### config.mk
export PLATFORM = sky130hd
export DESIGN_NAME = bmp24_stream_decoder
export DESIGN_NICKNAME = d
export VERILOG_FILES = /design/src/rtl/bmpd_pkg.sv /design/src/rtl/bmpd_hdr.sv /design/src/rtl/bmpd_out_reg.sv /design/src/rtl/bmp24_stream_decoder.sv
export SDC_FILE = /design/constraint.sdc
export NUM_CORES = 1
export LEC_CHECK = 0
export ABC_AREA = 1
export BUFFER_PORTS_ARGS = -buffer_cell sky130_fd_sc_hd__buf_2
export CORE_AREA = 2 2 313 315
export CTS_BUF_LIST = sky130_fd_sc_hd__clkbuf_8
export CTS_CLUSTER_DIAMETER = 50
export DETAILED_ROUTE_END_ITERATION = 7
export DIE_AREA = 0 0 315 317
export PLACE_DENSITY = 0.48
export SYNTH_ARGS = -nofsm -noshare
export SYNTH_HDL_FRONTEND = slang
export SYNTH_SLANG_ARGS = --single-unit
### constraint.sdc
create_clock -name clk_i -period 7.3 [get_ports clk_i]
set_clock_uncertainty 0.1 [all_clocks]
set_input_delay 1.46 -clock clk_i [delete_from_list [all_inputs] [get_ports clk_i]]
set_output_delay 1.46 -clock clk_i [all_outputs]
set_load 0.1 [all_outputs]
### src/rtl/bmpd_pkg.sv
// Shared types and constants for the 24-bit BMP stream decoder.
// Used by bmpd_hdr, bmpd_out_reg and bmp24_stream_decoder; depends on nothing.
`timescale 1ns / 1ps

package bmpd_pkg;

  localparam int HDR_BYTES  = 54;
  localparam int MAX_WIDTH  = 4096;
  localparam int MAX_HEIGHT = 4096;
  localparam int DIM_W      = 13;
  localparam int COORD_W    = 12;
  localparam int TDATA_W    = 80;

  localparam logic [15:0] BMP_SIGNATURE = 16'h4D42;
  localparam logic [31:0] INFO_SIZE     = 32'd40;
  localparam logic [15:0] PIXEL_BITS    = 16'd24;

  typedef enum logic [1:0] {
    KIND_HEADER = 2'd0,
    KIND_PIXEL  = 2'd1,
    KIND_ERROR  = 2'd2
  } kind_e;

  typedef enum logic [3:0] {
    ERR_NONE         = 4'd0,
    ERR_HEADER_SHORT = 4'd1,
    ERR_SIGNATURE    = 4'd2,
    ERR_INFO_SIZE    = 4'd3,
    ERR_PLANES       = 4'd4,
    ERR_DEPTH        = 4'd5,
    ERR_COMPRESSED   = 4'd6,
    ERR_DIMS         = 4'd7,
    ERR_OFFSET       = 4'd8,
    ERR_PIXELS_SHORT = 4'd9,
    ERR_PAD_SHORT    = 4'd10
  } err_e;

  typedef struct packed {
    err_e               err;
    logic [31:0]        offset;
    logic [DIM_W-1:0]   width;
    logic [DIM_W-1:0]   height;
    logic               bottom_up;
  } hdr_info_t;

  typedef struct packed {
    kind_e              kind;
    err_e               err;
    logic [DIM_W-1:0]   width;
    logic [DIM_W-1:0]   height;
    logic [COORD_W-1:0] column;
    logic [COORD_W-1:0] line;
    logic [7:0]         red;
    logic [7:0]         green;
    logic [7:0]         blue;
    logic               last;
  } res_t;

endpackage

### src/rtl/bmpd_hdr.sv
// Header field capture and validation for the BMP stream decoder.
// Collects the checked header fields byte by byte and reports the first failing check.
// Depends on bmpd_pkg.
`timescale 1ns / 1ps

module bmpd_hdr (
  input  logic                clk_i,
  input  logic                wr_en_i,
  input  logic [5:0]          pos_i,
  input  logic [7:0]          byte_i,
  output bmpd_pkg::hdr_info_t info_o
);
  import bmpd_pkg::*;

  logic [15:0] sig_q;
  logic [31:0] offset_q;
  logic [31:0] info_size_q;
  logic [31:0] width_q;
  logic [31:0] height_q;
  logic [15:0] planes_q;
  logic [15:0] bpp_q;
  logic [31:0] comp_q;
  logic [1:0]  lane;
  logic [31:0] height_abs;

  assign lane = pos_i[1:0] + 2'd2;

  always_ff @(posedge clk_i) begin
    if (wr_en_i) begin
      case (pos_i) inside
        [6'd0:6'd1]:   sig_q[{pos_i[0], 3'b000} +: 8] <= byte_i;
        [6'd10:6'd13]: offset_q[{lane, 3'b000} +: 8] <= byte_i;
        [6'd14:6'd17]: info_size_q[{lane, 3'b000} +: 8] <= byte_i;
        [6'd18:6'd21]: width_q[{lane, 3'b000} +: 8] <= byte_i;
        [6'd22:6'd25]: height_q[{lane, 3'b000} +: 8] <= byte_i;
        [6'd26:6'd27]: planes_q[{pos_i[0], 3'b000} +: 8] <= byte_i;
        [6'd28:6'd29]: bpp_q[{pos_i[0], 3'b000} +: 8] <= byte_i;
        [6'd30:6'd33]: comp_q[{lane, 3'b000} +: 8] <= byte_i;
        default: ;
      endcase
    end
  end

  assign height_abs = height_q[31] ? (32'd0 - height_q) : height_q;

  always_comb begin
    info_o.offset    = offset_q;
    info_o.width     = width_q[DIM_W-1:0];
    info_o.height    = height_abs[DIM_W-1:0];
    info_o.bottom_up = ~height_q[31];
    if (sig_q != BMP_SIGNATURE) begin
      info_o.err = ERR_SIGNATURE;
    end else if (info_size_q != INFO_SIZE) begin
      info_o.err = ERR_INFO_SIZE;
    end else if (planes_q != 16'd1) begin
      info_o.err = ERR_PLANES;
    end else if (bpp_q != PIXEL_BITS) begin
      info_o.err = ERR_DEPTH;
    end else if (comp_q != 32'd0) begin
      info_o.err = ERR_COMPRESSED;
    end else if (width_q == 32'd0 || width_q[31] || width_q > 32'(MAX_WIDTH)) begin
      info_o.err = ERR_DIMS;
    end else if (height_q == 32'd0 || height_abs > 32'(MAX_HEIGHT)) begin
      info_o.err = ERR_DIMS;
    end else if (offset_q < 32'(HDR_BYTES)) begin
      info_o.err = ERR_OFFSET;
    end else begin
      info_o.err = ERR_NONE;
    end
  end

endmodule

### src/rtl/bmpd_out_reg.sv
// Result register of the BMP stream decoder, driving the output stream channel.
// Holds one result until the receiver takes it. Depends on bmpd_pkg.
`timescale 1ns / 1ps

module bmpd_out_reg (
  input  logic                         clk_i,
  input  logic                         rst_ni,
  input  logic                         load_i,
  input  bmpd_pkg::res_t               res_i,
  output logic                         free_o,
  output logic                         m_axis_tvalid_o,
  input  logic                         m_axis_tready_i,
  output logic [bmpd_pkg::TDATA_W-1:0] m_axis_tdata_o,
  output logic [1:0]                   m_axis_tuser_o,
  output logic                         m_axis_tlast_o
);
  import bmpd_pkg::*;

  logic vld_q;
  res_t res_q;

  assign free_o = ~vld_q | m_axis_tready_i;

  always_ff @(posedge clk_i or negedge rst_ni) begin
    if (!rst_ni) begin
      vld_q <= 1'b0;
    end else if (load_i) begin
      vld_q <= 1'b1;
    end else if (m_axis_tready_i) begin
      vld_q <= 1'b0;
    end
  end

  always_ff @(posedge clk_i) begin
    if (load_i) begin
      res_q <= res_i;
    end
  end

  assign m_axis_tvalid_o = vld_q;
  assign m_axis_tuser_o  = res_q.kind;
  assign m_axis_tlast_o  = res_q.last;
  assign m_axis_tdata_o  = {2'b00, res_q.blue, res_q.green, res_q.red, res_q.line,
                            res_q.column, res_q.height, res_q.width, res_q.err};

endmodule

### src/rtl/bmp24_stream_decoder.sv
// Top level of the 24-bit uncompressed BMP stream decoder.
// Input register, decode state machine and pixel counters; uses bmpd_hdr,
// bmpd_out_reg and bmpd_pkg.
//
// The file enters one byte per transfer on the s_axis channel, with tlast on the
// final byte of the file. Each result leaves on the m_axis channel: tuser gives
// the kind (header accepted, pixel or error) and tlast marks the final pixel of
// the image. The first failing header check or a truncated file gives one error
// result, and later bytes are dropped until the end of the file, which rearms
// the decoder for the next file.
// A result is loaded into the result register from the input register, which
// holds the byte that causes it, so the byte passes the input register and then
// the result register on its way out. The decoder takes one byte in every cycle
// while the receiver does not stall; each byte needs only counter and field updates.
// Reset empties both registers and returns to header collection.
// When the receiver stalls, the result register holds its result, the input
// register holds one more byte, and s_axis_tready then falls until the result
// is taken.
`timescale 1ns / 1ps

module bmp24_stream_decoder (
  input  logic                         clk_i,
  input  logic                         rst_ni,
  input  logic                         s_axis_tvalid_i,
  output logic                         s_axis_tready_o,
  // Fields from bit 0: data_byte[7:0].
  input  logic [7:0]                   s_axis_tdata_i,
  input  logic                         s_axis_tlast_i,
  output logic                         m_axis_tvalid_o,
  input  logic                         m_axis_tready_i,
  // Fields from bit 0: error_code[3:0], image_width[16:4], image_height[29:17],
  // column[41:30], line[53:42], red[61:54], green[69:62], blue[77:70], zero[79:78].
  output logic [bmpd_pkg::TDATA_W-1:0] m_axis_tdata_o,
  // Fields from bit 0: kind[1:0].
  output logic [1:0]                   m_axis_tuser_o,
  output logic                         m_axis_tlast_o
);
  import bmpd_pkg::*;

  typedef enum logic [2:0] {
    PH_HEADER = 3'd0,
    PH_SKIP   = 3'd1,
    PH_PIXEL  = 3'd2,
    PH_PAD    = 3'd3,
    PH_IDLE   = 3'd4
  } phase_e;

  localparam logic [31:0] HDR_LAST = 32'(HDR_BYTES - 1);

  logic               in_vld_q;
  logic [7:0]         in_byte_q;
  logic               in_eof_q;
  logic               out_free;
  logic               fire;

  phase_e             phase_q, phase_d;
  logic [31:0]        cnt_q, cnt_d;
  logic [31:0]        off_q, off_d;
  logic               bottom_up_q, bottom_up_d;
  logic [DIM_W-1:0]   width_q, width_d;
  logic [DIM_W-1:0]   height_q, height_d;
  logic [COORD_W-1:0] col_q, col_d;
  logic [DIM_W-1:0]   row_q, row_d;
  logic [1:0]         comp_q, comp_d;
  logic [7:0]         blue_q, blue_d;
  logic [7:0]         green_q, green_d;
  logic [1:0]         pad_q, pad_d;

  logic               hdr_we;
  hdr_info_t          hdr_info;
  res_t               res;
  logic               res_vld;
  logic [DIM_W-1:0]   col_inc;
  logic [DIM_W-1:0]   row_inc;
  logic [DIM_W-1:0]   y_pos;
  logic [1:0]         pad_dec;
  phase_e             row_end_phase;

  assign fire            = in_vld_q & out_free;
  assign s_axis_tready_o = ~in_vld_q | out_free;

  always_ff @(posedge clk_i or negedge rst_ni) begin
    if (!rst_ni) begin
      in_vld_q <= 1'b0;
    end else if (s_axis_tready_o) begin
      in_vld_q <= s_axis_tvalid_i;
    end
  end

  always_ff @(posedge clk_i) begin
    if (s_axis_tvalid_i && s_axis_tready_o) begin
      in_byte_q <= s_axis_tdata_i;
      in_eof_q  <= s_axis_tlast_i;
    end
  end

  bmpd_hdr u_hdr (
    .clk_i   (clk_i),
    .wr_en_i (hdr_we),
    .pos_i   (cnt_q[5:0]),
    .byte_i  (in_byte_q),
    .info_o  (hdr_info)
  );

  assign col_inc       = {1'b0, col_q} + 13'd1;
  assign row_inc       = row_q + 13'd1;
  assign y_pos         = bottom_up_q ? (height_q - 13'd1 - row_q) : row_q;
  assign pad_dec       = pad_q - 2'd1;
  assign row_end_phase = (row_inc >= height_q) ? PH_IDLE : PH_PIXEL;

  always_comb begin
    phase_d     = phase_q;
    cnt_d       = cnt_q;
    off_d       = off_q;
    bottom_up_d = bottom_up_q;
    width_d     = width_q;
    height_d    = height_q;
    col_d       = col_q;
    row_d       = row_q;
    comp_d      = comp_q;
    blue_d      = blue_q;
    green_d     = green_q;
    pad_d       = pad_q;
    hdr_we      = 1'b0;
    res         = '0;
    res_vld     = 1'b0;
    if (fire) begin
      if (cnt_q != 32'hFFFF_FFFF) begin
        cnt_d = cnt_q + 32'd1;
      end
      unique case (phase_q)
        PH_HEADER: begin
          hdr_we = 1'b1;
          if (cnt_q == HDR_LAST) begin
            res_vld = 1'b1;
            if (hdr_info.err != ERR_NONE) begin
              res.kind = KIND_ERROR;
              res.err  = hdr_info.err;
              phase_d  = PH_IDLE;
            end else begin
              res.kind    = KIND_HEADER;
              res.width   = hdr_info.width;
              res.height  = hdr_info.height;
              off_d       = hdr_info.offset;
              bottom_up_d = hdr_info.bottom_up;
              width_d     = hdr_info.width;
              height_d    = hdr_info.height;
              col_d       = '0;
              row_d       = '0;
              comp_d      = 2'd0;
              phase_d     = (hdr_info.offset <= 32'(HDR_BYTES)) ? PH_PIXEL : PH_SKIP;
            end
          end
        end
        PH_SKIP: begin
          if (({1'b0, cnt_q} + 33'd1) >= {1'b0, off_q}) begin
            phase_d = PH_PIXEL;
          end
        end
        PH_PIXEL: begin
          case (comp_q)
            2'd0: begin
              blue_d = in_byte_q;
              comp_d = 2'd1;
            end
            2'd1: begin
              green_d = in_byte_q;
              comp_d  = 2'd2;
            end
            default: begin
              comp_d     = 2'd0;
              res_vld    = 1'b1;
              res.kind   = KIND_PIXEL;
              res.column = col_q;
              res.line   = y_pos[COORD_W-1:0];
              res.red    = in_byte_q;
              res.green  = green_q;
              res.blue   = blue_q;
              res.last   = (col_inc == width_q) && (row_inc == height_q);
              if (col_inc >= width_q) begin
                col_d = '0;
                pad_d = width_q[1:0];
                if (width_q[1:0] != 2'd0) begin
                  phase_d = PH_PAD;
                end else begin
                  row_d   = row_inc;
                  phase_d = row_end_phase;
                end
              end else begin
                col_d = col_inc[COORD_W-1:0];
              end
            end
          endcase
        end
        PH_PAD: begin
          pad_d = pad_dec;
          if (pad_dec == 2'd0) begin
            row_d   = row_inc;
            phase_d = row_end_phase;
          end
        end
        PH_IDLE: ;
        default: ;
      endcase
      if (in_eof_q) begin
        if (phase_d != PH_IDLE) begin
          res      = '0;
          res_vld  = 1'b1;
          res.kind = KIND_ERROR;
          if (phase_d == PH_HEADER) begin
            res.err = ERR_HEADER_SHORT;
          end else if (phase_d == PH_PAD) begin
            res.err = ERR_PAD_SHORT;
          end else begin
            res.err = ERR_PIXELS_SHORT;
          end
        end
        phase_d = PH_HEADER;
        cnt_d   = '0;
        comp_d  = 2'd0;
        col_d   = '0;
        row_d   = '0;
        pad_d   = 2'd0;
      end
    end
  end

  always_ff @(posedge clk_i or negedge rst_ni) begin
    if (!rst_ni) begin
      phase_q     <= PH_HEADER;
      cnt_q       <= '0;
      off_q       <= '0;
      bottom_up_q <= 1'b0;
      width_q     <= '0;
      height_q    <= '0;
      col_q       <= '0;
      row_q       <= '0;
      comp_q      <= 2'd0;
      blue_q      <= '0;
      green_q     <= '0;
      pad_q       <= 2'd0;
    end else begin
      phase_q     <= phase_d;
      cnt_q       <= cnt_d;
      off_q       <= off_d;
      bottom_up_q <= bottom_up_d;
      width_q     <= width_d;
      height_q    <= height_d;
      col_q       <= col_d;
      row_q       <= row_d;
      comp_q      <= comp_d;
      blue_q      <= blue_d;
      green_q     <= green_d;
      pad_q       <= pad_d;
    end
  end

  bmpd_out_reg u_out_reg (
    .clk_i           (clk_i),
    .rst_ni          (rst_ni),
    .load_i          (fire & res_vld),
    .res_i           (res),
    .free_o          (out_free),
    .m_axis_tvalid_o (m_axis_tvalid_o),
    .m_axis_tready_i (m_axis_tready_i),
    .m_axis_tdata_o  (m_axis_tdata_o),
    .m_axis_tuser_o  (m_axis_tuser_o),
    .m_axis_tlast_o  (m_axis_tlast_o)
  );

  a_header_count: assert property (@(posedge clk_i) disable iff (!rst_ni)
    phase_q == PH_HEADER |-> cnt_q < 32'(HDR_BYTES))
    else $error("Header collection ran past the header length.");

  a_component_range: assert property (@(posedge clk_i) disable iff (!rst_ni)
    comp_q != 2'd3)
    else $error("Component index left the BGR triple.");

  a_pixel_bounds: assert property (@(posedge clk_i) disable iff (!rst_ni)
    phase_q == PH_PIXEL |-> ({1'b0, col_q} < width_q) && (row_q < height_q))
    else $error("Pixel counters outside the image.");

  a_eof_rearm: assert property (@(posedge clk_i) disable iff (!rst_ni)
    fire && in_eof_q |=> phase_q == PH_HEADER && cnt_q == 32'd0)
    else $error("End of file did not rearm header collection.");

  a_last_is_pixel: assert property (@(posedge clk_i) disable iff (!rst_ni)
    m_axis_tvalid_o && m_axis_tlast_o |-> m_axis_tuser_o == KIND_PIXEL)
    else $error("Final-pixel mark on a result that is not a pixel.");

endmodule
==> flow_metrics.tcl <==
set metrics [dict create \
    outcome "finished, final reports clean" \
    max_stage_delay_ps 440 \
    cp.required_ps 7570 \
    reg2reg_from "cnt_q[0]$_DFFE_PN0P_" \
    hp-class "reg2reg" \
    synth_area_leader_cell "edfxtp_1" \
    synth-edff-count 298 \
    stdcell_count 3769 \
    slew_headroom_pct 21.7 \
    clock-root-buffer "clkbuf_8" \
    syn_avg_cell_area_sq_um 9.57 \
    clkTransAtPathRegs_ps 60 \
    fin_util_pct 26.4 \
    fin_area_sq_um 25500 \
    crit_buf_inv 6 \
    n_fill_cell 10345 \
    cts_buffer_depth 3 \
    final-hold-violation-count 0 \
    cp_top_family "simple AND/OR/NAND/NOR gates" \
    cts.hold.buffers_added 0 \
    min_period_ps 5980 \
    drive_gt1_share_pct 12.0 \
    ir_drop_mv 0.112 \
    worst-r2r-cell-count 32 \
    ys_ff_latch 439 \
    yosysMostFrequentCell "nand2_1" \
    ys.flop_type "edfxtp_1" \
    yosys-top-cells-area "edfxtp_1, dfrtp_1, nand2_1" \
    dp_hpwl_mm 45.6 \
    worstSetupEndpointType "register" \
    p_seq_share_pct 46.0 \
    switching_share_pct 31.1 \
    synth_top_area_share_pct 40.7 \
    power_density_nw_per_um2 249 \
    r2r_slack_ps 1320 \
    synth_cell_types 58 \
    drv_cap 0 \
    power.switching_w 0.00197 \
    dieArea_sq_um 99900 \
    power.share.clock_pct 38.6 \
    grt_pass1_wl_mm 94.1 \
    post_dp_cell_area_sq_um 23800 \
    async_flop_share_pct 32.1 \
    portBuffers 95 \
    cts_tree "built" \
    power_w 0.00634 \
    layout.nets 2519 \
    grt.overflow.total 0 \
    detail_route.vias_per_cell 4.27 \
    tightest_slew_ps 1170 \
    hold_path_end "col_q[6]$_DFFE_PN0P_" \
    rsz0062_at_grt "false" \
    start_util_pct 22.8 \
    min_period_over_period_pct 81.9 \
    antenna_found_initial 6 \
    synth_cells 2296 \
    coreArea_sq_um 96300 \
    track_usage_pct 12.4 \
    p_int_w 0.00437 \
    netlist_top_cells_count "nand2_1, inv_1, edfxtp_1" \
    htree_levels 3 \
    cts_resized 0 \
    min_from "col_q[6]$_DFFE_PN0P_" \
    grt_pass1_vias 15556 \
    clock-sinks 439 \
    drt-total-wl_mm 61.7 \
    start_kind "register" \
    setup-tns-final_ps 0 \
    post_cts_buffers 0 \
    synth_area_sq_um 22000 \
    hold_depth 2 \
    num_vias 16103 \
    firstDrtPassIters 5 \
    fp.dieW_microns 315 \
    boundaryPins 98 \
    avgRoutedWirePerCell_microns 16.4 \
    syn2layout_area_growth_pct 15.9 \
    insertion_delay_ps 680 \
    antenna_left 0 \
    path_class "reg2reg" \
    yosysSeqAreaShare_pct 56.8 \
    setup_viol 0 \
    finalMaxSlewViolations 0 \
    critPathArrivalTime_ps 6250 \
    p_comb_share_pct 15.4 \
    grt_max_degree 79 \
    place_congestion 0.884 \
    numCtsBuffers 78 \
    drc 0 \
    yosys_warnings 0 \
    drtIter0Drc 1316 \
    r2r-end "u_out_reg.m_axis_tdata_o[23]$_SDFFCE_PN0P_" \
    leakagePower_nw 10.6 \
    dp.cells 3622 \
    critPathSlowestCell "clkinv_2" \
    crit_top_cell "nand2_1" \
    critPathMaxFanout 53 \
    dieHeight_microns 317 \
    max_freq_mhz 167 \
    num_rows 114 \
]
## metrics by stage
stage / worst slack (ps) / hold WS, ps
6_report: 1320 / 368
5_1_grt: 711 / 388
4_1_cts: 1380 / 373
3_5_place_dp: 1410 / 359
3_3_place_gp: 1500 / 355
2_1_floorplan: 1440 / 342
## flip-flops by register name (all words and copies together), names as in the netlist, 12 cells and up
name / cells
width_q: 13
u_hdr.offset_q: 32
col_q: 12
u_out_reg.m_axis_tdata_o: 78
off_q: 32
u_hdr.comp_q: 32
u_hdr.info_size_q: 32
height_q: 13
u_hdr.width_q: 32
cnt_q: 32
u_hdr.bpp_q: 16
u_hdr.height_q: 32
u_hdr.planes_q: 16
row_q: 13
u_hdr.sig_q: 16
## power by group through the flow
stage          clock network (W)  logic [W]  registers [W]
5_1_grt                  0.00264    0.00105        0.00293
4_1_cts                  0.00252   0.000983        0.00292
2_1_floorplan                  0   0.000401        0.00318
6_report                 0.00245   0.000976        0.00292
3_3_place_gp                   0   0.000987        0.00296
3_5_place_dp                   0   0.000978        0.00297
## area by class of cell
class                   instances  area, sq um  area share (%)
multi-input cells            1426         7740            30.4
clock inverters                60          484            1.90
well taps                    1276         1600            6.27
repair buffers                105          569            2.24
diodes                          1         2.50         0.00983
clock buffers                  86         1180            4.65
flip-flops and latches        439        12500            49.0
inverters                     376         1410            5.55
## logic make-up after synthesis
logic type / Yosys count / synth area share [%]
xor gates and xnor gates: 49 / 1.99
and+or+nand+nor: 1052 / 22.4
DFF: 439 / 56.8
AOI/OAI and AO/OA: 243 / 5.99
adders and majority gates: 80 / 4.59
buffers and inverters: 432 / 8.19
other: 1 / 0.0171
## worst reg2reg max path, delay by kind of cell (launching register included)
family	cells	cell delay (ps)
flip-flops	1	340
AND/OR/NAND/NOR	19	2500
XOR/XNOR	1	200
AO/OA/AOI/OAI	4	620
buffers and inverters	6	1350
adder cells (fa/ha/maj)	2	510
## worst max-delay path by stage
stage / startpoint / depth (start not counted) / end / slack [ps]
after global routing: cnt_q[0]$_DFFE_PN0P_ / 32 / u_out_reg.m_axis_tdata_o[17]$_SDFFCE_PN0P_ / 710
after detailed placement: cnt_q[0]$_DFFE_PN0P_ / 32 / u_out_reg.m_axis_tdata_o[19]$_SDFFCE_PN0P_ / 1410
after CTS: cnt_q[0]$_DFFE_PN0P_ / 32 / u_out_reg.m_axis_tdata_o[17]$_SDFFCE_PN0P_ / 1380
after global placement: cnt_q[0]$_DFFE_PN0P_ / 33 / u_out_reg.m_axis_tdata_o[19]$_SDFFCE_PN0P_ / 1500
after floorplan: cnt_q[1]$_DFFE_PN0P_ / 31 / u_out_reg.m_axis_tdata_o[0]$_SDFFCE_PN0P_ / 1440
final: cnt_q[0]$_DFFE_PN0P_ / 32 / u_out_reg.m_axis_tdata_o[23]$_SDFFCE_PN0P_ / 1320
## cells in the final DEF, fill, tap and decap left out, drive strengths merged, types with 3 or more instances in the layout
master	instances
bufinv	7
buf	105
xnor2	5
clkbuf	86
a31oi	4
o21ai	150
nor4	61
nand4	71
dfrtp	141
nor4b	4
clkinv	23
or4	3
nand2	434
o211ai	6
nor2	286
nand3	98
o22ai	26
ha	79
edfxtp	298
nor3	78
nand3b	10
inv	404
a21oi	46
xor2	44
a211oi	3
## routing by layer
| metal | part of all wire, % | GRT usage [%] |
|---|---|---|
| met5 | 0.042 | 0 |
| met4 | 2.4 | 3.93 |
| met3 | 5.5 | 2.62 |
| met2 | 44 | 18.5 |
| met1 | 48 | 17.7 |
Note: power is estimated with default switching activity, not from simulation.
